===== src/rtl/core/vdol_pkg.sv =====
`timescale 1ns / 1ps
// ----------------------------------------------------------------------------
// vdol_pkg: shared types and constants for the voxel DAG occupancy lookup
// Memory geometry, level limits, controller states and command/status bundles.
// ----------------------------------------------------------------------------
package vdol_pkg;

    localparam int MEM_WORDS  = 4096;
    localparam int MAX_LEVELS = 10;
    localparam int WORD_W     = 64;
    localparam int ADDR_W     = $clog2(MEM_WORDS);
    localparam int COORD_W    = 10;
    localparam int LEVEL_W    = 4;                    // level_count register
    localparam int LVL_IDX_W  = $clog2(MAX_LEVELS);   // Morton digit index
    localparam int CFG_IDX_W  = 4;
    localparam int CFG_DATA_W = 12;
    localparam int MIN_LEVELS = 3;
    localparam int CHILD_BITS = 8;
    localparam int LEAF_IDX_W = 6;

    typedef enum logic [CFG_IDX_W-1:0] {
        CFG_ROOT_ADDRESS = 4'd0,
        CFG_LEVEL_COUNT  = 4'd1
    } cfg_reg_t;

    typedef enum logic [2:0] {
        S_IDLE,
        S_ROOT,
        S_MASK,
        S_PTR,
        S_LEAF,
        S_OUT
    } state_t;

    typedef enum logic [1:0] {
        RD_NODE,    // mask word of current node
        RD_SLOT,    // child pointer slot behind the mask
        RD_PTR      // word just read is the next node address
    } rd_sel_t;

    typedef struct packed {
        logic    wr_en;
        logic    load;
        logic    rd_en;
        rd_sel_t rd_sel;
        logic    descend;
        logic    res_miss;
        logic    res_leaf;
        logic    out_load;
    } vdol_cmd_t;

    typedef struct packed {
        logic child_present;
        logic last_inner;
        logic out_free;
    } vdol_status_t;

    // count of set child bits below the selected octant
    function automatic logic [3:0] count_below(input logic [CHILD_BITS-1:0] mask,
                                               input logic [2:0] digit);
        logic [3:0] n;
        n = '0;
        for (int i = 0; i < CHILD_BITS; i++) begin
            if ((i < int'(digit)) && mask[i]) begin
                n = n + 4'd1;
            end
        end
        return n;
    endfunction

endpackage


===== src/rtl/core/vdol_ctrl.sv =====
`timescale 1ns / 1ps
// ----------------------------------------------------------------------------
// vdol_ctrl: walk sequencer
// Accepts requests and steps the datapath through root, mask, pointer, leaf.
// ----------------------------------------------------------------------------
module vdol_ctrl (
    input  logic                  aclk,
    input  logic                  aresetn,
    input  logic                  s_valid,
    output logic                  s_ready,
    input  logic                  s_func,
    input  vdol_pkg::vdol_status_t status,
    output vdol_pkg::vdol_cmd_t    cmd
);
    import vdol_pkg::*;

    state_t state_reg, state_next;
    logic   accept;

    assign s_ready = (state_reg == S_IDLE);
    assign accept  = s_valid && s_ready;

    always_ff @(posedge aclk) begin
        if (!aresetn) begin
            state_reg <= S_IDLE;
        end else begin
            state_reg <= state_next;
        end
    end

    always_comb begin
        state_next = state_reg;
        unique case (state_reg)
            S_IDLE: begin
                if (accept && s_func) state_next = S_ROOT;
            end
            S_ROOT: state_next = S_MASK;
            S_MASK: begin
                state_next = status.child_present ? S_PTR : S_OUT;
            end
            S_PTR: begin
                state_next = status.last_inner ? S_LEAF : S_MASK;
            end
            S_LEAF: state_next = S_OUT;
            S_OUT: begin
                if (status.out_free) state_next = S_IDLE;
            end
            default: state_next = S_IDLE;
        endcase
    end

    always_comb begin
        cmd          = '0;
        cmd.rd_sel   = RD_NODE;
        cmd.wr_en    = accept && !s_func;
        cmd.load     = accept && s_func;
        unique case (state_reg)
            S_IDLE: ;
            S_ROOT: begin
                cmd.rd_en  = 1'b1;
                cmd.rd_sel = RD_NODE;
            end
            S_MASK: begin
                if (status.child_present) begin
                    cmd.rd_en  = 1'b1;
                    cmd.rd_sel = RD_SLOT;
                end else begin
                    cmd.res_miss = 1'b1;
                end
            end
            S_PTR: begin
                cmd.rd_en   = 1'b1;
                cmd.rd_sel  = RD_PTR;
                cmd.descend = 1'b1;
            end
            S_LEAF: cmd.res_leaf = 1'b1;
            S_OUT:  cmd.out_load = status.out_free;
            default: ;
        endcase
    end

endmodule


===== config.mk =====
export PLATFORM = sky130hd
export DESIGN_NAME = vdol_ctrl
export DESIGN_NICKNAME = d
export VERILOG_FILES = /design/src/rtl/core/vdol_pkg.sv /design/src/rtl/core/vdol_ctrl.sv
export SDC_FILE = /design/constraint.sdc
export NUM_CORES = 1
export LEC_CHECK = 0
export BUFFER_PORTS_ARGS = -buffer_cell sky130_fd_sc_hd__buf_4
export CAP_MARGIN = 20
export CORE_AREA = 2 2 39 41
export DETAILED_ROUTE_END_ITERATION = 16
export DIE_AREA = 0 0 41 43
export PLACE_DENSITY_LB_ADDON = 0.1
export SLEW_MARGIN = 10
export SYNTH_ARGS = -nofsm -noshare
export SYNTH_HDL_FRONTEND = slang
export SYNTH_SLANG_ARGS = --single-unit
export TNS_END_PERCENT = 100

===== constraint.sdc =====
create_clock -name aclk -period 1.39 [get_ports aclk]
set_input_delay 0.139 -clock aclk [delete_from_list [all_inputs] [get_ports aclk]]
set_output_delay 0.139 -clock aclk [all_outputs]
set_load 0.1 [all_outputs]

==> run summary, run 1 <==
CTS hold repair buffers -> 0
Rows -> 14
Avg WL per Cell -> 11.8 um
yosys warns -> 0
Reg clk slew, reported paths -> 0.04 ns
drt total wl -> 780 um
CTS sink count -> 3
power density over the cells -> 1090 mW/mm^2
Slew @ Worst Pin -> 0.279 ns
Skew-Pair Late Insertion Delay -> 0.23 ns
Congestion Overflow GR -> 0
gpl congestion -> 0.724
Syn-to-layout area delta -> 143%
Final ANT Viol Nets -> 0
Placement Cell Area -> 419 um^2
Reg area -> 71.3 um^2
Max FO, Critical Path -> 6
fin crit share -> 99.2%
worst setup path class -> reg -> out
final hold slack -> 0.163 ns
DR iter-0 viols -> 2
skew final -> 0.00350 ns
I/O Pins -> 17
Mapped Nets -> 34
Min Clock Period, post-route -> 1.38 ns
die height -> 43 um
arrival time at the worst endpoint -> 1.24 ns
CTS tree -> yes
clk root buf -> clkbuf_4
H-tree depth -> 1
share of cells above drive strength 1 -> 76.0%
critical path launch point type -> flip-flop
initial antenna violation count -> 0
via/cell ratio -> 4.50
Final Non-Filler Cells -> 66
VDD IR max -> 525 uV
Req. time, crit path -> 1.25 ns
DRC -> 0
met3 GRT Util -> 1.57%
core area -> 0.00138 mm^2
Rel. slew slack -> 81.6%
Final Util -> 39.3%
DR vias -> 297
max reg flops -> 3
post-synthesis cell type count -> 17
Static Leak -> 0.225 nW
#FFs+latches synth -> 3
status -> finished clean
Worst Slack Setup Final -> 0.0116 ns
pin count of the biggest net entering global routing -> 12
FMAX -> 0.725 GHz
final net count -> 58
Die Span X -> 41 um
Starting Density -> 16.2%
GR Util met1 -> 10.5%
Worst setup EP type -> output pin
dpl ws -> 0.107 ns
largest cells by area after synthesis -> dfxtp_1 27%, a21oi_1 6.7%, nor2_1 6.7%
synthesized area -> 224 um^2
total power -> 0.593 mW
multi-input logic area -> 219 um^2
number of buffers created by CTS -> 3
max-cap violations -> 0
sequential area share after synthesis -> 26.8%
number of global-route vias before repair -> 265
die footprint -> 0.00176 mm^2
hpwl dp -> 535 um
TritonRoute pass-1 iters -> 4
Total GRT Usage -> 9.71%
Slew Limit Fails -> 0
CTS max path bufs -> 2
setup TNS -> 0 ns
top cell type's share of synthesized area -> 26.8%
HP Class -> in -> reg
Yosys top cell by area -> dfxtp_1
global-route wire length before repair -> 1040 um
Post-Layout Inst Area -> 544 um^2
met2 global-route usage -> 14.4%
Final Setup Violations -> 0
unrepaired setup endpoints after global routing -> yes
final hold vios -> 0
Most Crowded Layer GR -> met2
Cells after DPL -> 58
synthesized area per cell -> 8.30 um^2
IO buf count -> 16
post-synthesis instance total -> 27
number of diodes -> 0
Fill cells -> 147
==> worst paths after layout <==
kind         cells past startpoint  slack, ns                      start                   endpoint
max                              3       0.01  state_reg[2]$_SDFFE_PN0P_                     cmd[7]
min                              2       0.16                    aresetn  state_reg[1]$_SDFFE_PN0P_
max reg2reg                      5       0.27  state_reg[1]$_SDFFE_PN0P_  state_reg[2]$_SDFFE_PN0P_
min reg2reg                      1       0.59  state_reg[0]$_SDFFE_PN0P_  state_reg[0]$_SDFFE_PN0P_
==> synthesized netlist by cell type <==
library cell / number
a21bo_1: 1
a21o_1: 1
a21oi_1: 3
a221oi_1: 1
and3_1: 2
and3b_1: 1
and3b_2: 1
buf_6: 1
dfxtp_1: 3
nand2_1: 3
nand2b_1: 1
nand3_1: 1
nor2_1: 4
nor3_2: 1
nor4b_2: 1
nor4bb_1: 1
or2b_1: 1
==> power by group <==
part / leakage (nW) / switching (mW) / internal, mW
Sequential: 0.0267 / 0.0262 / 0.0949
Clock: 0.0150 / 0.0425 / 0.107
Combinational: 0.184 / 0.219 / 0.103
==> layout make-up <==
type | instances | area share [%]
multi-input combinational | 23 | 40.2
timing repair buffer | 20 | 38.2
sequential | 3 | 13.1
clock buffer | 4 | 4.83
tap | 16 | 3.68
==> critical path: stages, from the launching register on <==
cell and delay, ns:
dfxtp_4 0.37, nor3_4 0.23, and3_4 0.24, buf_12 0.17
==> placed cells by master (no fill, tap or decap) <==
cell / Yosys / final
nor2_4: 0 / 3
nor4bb_4: 0 / 1
nor2_2: 0 / 1
a21o_1: 1 / 1
nand3_1: 1 / 1
nor4b_4: 0 / 1
and3_1: 2 / 1
dfxtp_4: 0 / 3
a221oi_1: 1 / 1
nor3_4: 0 / 1
a21oi_1: 3 / 3
nand2b_2: 0 / 1
and3_4: 0 / 1
nand2_2: 0 / 1
a21bo_1: 1 / 1
or2b_1: 1 / 1
buf_4: 0 / 14
and3b_2: 1 / 2
clkbuf_1: 0 / 1
clkbuf_4: 0 / 3
nand2_1: 3 / 2
buf_6: 1 / 2
buf_12: 0 / 4
==> timing repair <==
item                                   4_1_cts  5_1_grt
resized for setup                           12       10
setup buffers                                0        4
setup endpoints to repair                    8        5
pin swaps                                    1        5
endpoints found under the hold margin        0        0
==> per-layer routing <==
metal | part of all wire, % | vias to the layer above
met3 | 5.9 | 0
met4 | 0 | 0
li1 | - | 146
met5 | 0 | -
met1 | 40 | 139
met2 | 54 | 12
==> cell families (layout without fill, tap and decap cells) <==
group	Yosys count	count (layout)	synth area share, %
flip-flops	3	3	26.8
AND/OR/NAND/NOR	17	17	49.7
buffers and inverters	1	24	5.03
AO/OA/AOI/OAI	6	6	18.4
No activity file was read; power rests on OpenSTA's default activity.
==> inputs of run 2 (changes only) <==
--- a/config.mk
+++ b/config.mk
@@ -8,6 +8,7 @@
 export BUFFER_PORTS_ARGS = -buffer_cell sky130_fd_sc_hd__buf_4
 export CAP_MARGIN = 20
 export CORE_AREA = 2 2 39 41
+export CTS_BUF_LIST = sky130_fd_sc_hd__clkbuf_16
 export DETAILED_ROUTE_END_ITERATION = 16
 export DIE_AREA = 0 0 41 43
 export PLACE_DENSITY_LB_ADDON = 0.1
==> run 2 against run 1 <==
Against the previous run: non-clock buffer count decreased by 2; global-route usage unchanged; utilization increased by 1.6 points; first-iteration DRC count decreased by 100%; cell count decreased by 3.0%; flip-flop and latch count unchanged; clock power increased to 3.0 times the previous value; critical path depth unchanged; critical path type unchanged; largest cell class unchanged; largest power group is now clock; highest routed layer is now met4.
==> run summary, run 2 (synthesis results as in run 1) <==
multi-input logic area -> 216 um^2
Skew-Pair Late Insertion Delay -> 0.22 ns
VDD IR max -> 720 uV
Clock power frac -> 50.6%
initial antenna violation count -> 0
worst setup path class -> reg -> out
gpl congestion -> 0.724
status -> finished clean
global-route wire length before repair -> 1060 um
Rel. slew slack -> 81.6%
Die Span X -> 41 um
HP Class -> in -> reg
arrival time at the worst endpoint -> 1.25 ns
power density over the cells -> 1550 mW/mm^2
DR vias -> 280
skew final -> 0.000313 ns
Placement Cell Area -> 419 um^2
Syn-to-layout area delta -> 153%
final net count -> 56
Max FO, Critical Path -> 7
delay of the slowest critical-path stage -> 0.37 ns
cell family contributing the most delay on the critical path -> simple AND/OR/NAND/NOR gates
Total GRT Usage -> 9.71%
final hold vios -> 0
Worst setup EP type -> output pin
critical path launch point type -> flip-flop
Slew Limit Fails -> 0
CP Buf/Inv Count -> 1
Avg WL per Cell -> 11.2 um
Congestion Overflow GR -> 0
hpwl dp -> 535 um
CP Cell Sequence -> nor3_4, and3_4, buf_12
Static Leak -> 0.238 nW
most common cell after layout, fill and taps aside -> buf_4
Sw Share -> 35.9%
CTS sink count -> 3
core area -> 0.00138 mm^2
die height -> 43 um
IO buf count -> 16
max-cap violations -> 0
Reg clk slew, reported paths -> 0.03 ns
CTS max path bufs -> 2
number of buffers created by CTS -> 3
Slew @ Worst Pin -> 0.278 ns
Post-Layout Inst Area -> 567 um^2
CTS tree -> yes
sequential power share -> 13.6%
fin crit share -> 99.8%
DRC -> 0
unrepaired setup endpoints after global routing -> yes
number of global-route vias before repair -> 267
share of cells above drive strength 1 -> 72.9%
Final Setup Violations -> 0
via/cell ratio -> 4.38
net switching power -> 0.316 mW
pin count of the biggest net entering global routing -> 12
FMAX -> 0.721 GHz
Fill cells -> 149
die footprint -> 0.00176 mm^2
TritonRoute pass-1 iters -> 1
Rows -> 14
max reg flops -> 3
setup TNS -> 0 ns
Req. time, crit path -> 1.25 ns
Starting Density -> 16.2%
I/O Pins -> 17
Int Pwr -> 0.563 mW
Comb power frac -> 35.8%
Reg area -> 71.3 um^2
Final ANT Viol Nets -> 0
DR iter-0 viols -> 0
H-tree depth -> 1
Slowest cell on crit path -> dfxtp_4
number of diodes -> 0
clk root buf -> clkbuf_16
drt total wl -> 717 um
Min Clock Period, post-route -> 1.39 ns
-- run 2: metal layers --
metal	up-vias	global-route usage [%]	share of wire [%]
met4	0	8.00	1.1
met1	123	10.5	39
met2	14	14.4	51
li1	141	-	-
met3	2	3.14	8.1
met5	-	0	0
-- run 2: worst reg2reg max path, stage by stage (launching register included) --
cell and delay (ns):
dfxtp_4 0.42, and3b_2 0.24, a21oi_1 0.18, a21oi_1 0.08
-- run 2: metrics by stage --
step	hold slack (ns)	setup WS, ns	cells	power (mW)	util, %
2_1_floorplan	0.285	-0.654	27	0.353	-
3_3_place_gp	0.396	0.140	58	0.405	30.3
3_5_place_dp	0.397	0.107	58	0.409	30.3
4_1_cts	0.175	-0.0105	63	0.877	39.6
5_1_grt	0.186	-0.0376	64	0.909	41.0
6_report	0.174	0.00344	64	0.878	41.0
-- run 2: final timing paths --
check                                  from                   endpoint  slack [ns]  cells after the start
setup / recovery  state_reg[0]$_SDFFE_PN0P_                     cmd[7]       0.003                      3
hold reg to reg   state_reg[1]$_SDFFE_PN0P_  state_reg[0]$_SDFFE_PN0P_        0.53                      1
setup reg to reg  state_reg[2]$_SDFFE_PN0P_  state_reg[2]$_SDFFE_PN0P_        0.36                      3
hold / removal                      aresetn  state_reg[1]$_SDFFE_PN0P_        0.17                      2
-- run 2: cell type report --
cell class | count | area share (%)
Timing Repair Buffer | 18 | 31.8
Clock buffer | 3 | 13.2
Multi-Input combinational cell | 23 | 38.2
Clock inverter | 1 | 0.662
Sequential cell | 3 | 12.6
Tap cell | 16 | 3.53
-- run 2: what timing repair did --
item	in CTS	in global routing
gates resized for setup	11	4
pin swaps	2	1
setup buffers	1	1
endpoints found under the setup margin	6	4
hold buffers	0	0
-- run 2: power by group through the flow --
stage | clock network (mW) | logic [mW] | registers (mW)
2_1_floorplan | 0 | 0.244 | 0.109
3_3_place_gp | 0 | 0.280 | 0.125
3_5_place_dp | 0 | 0.282 | 0.127
4_1_cts | 0.448 | 0.303 | 0.126
5_1_grt | 0.460 | 0.327 | 0.122
6_report | 0.444 | 0.315 | 0.119
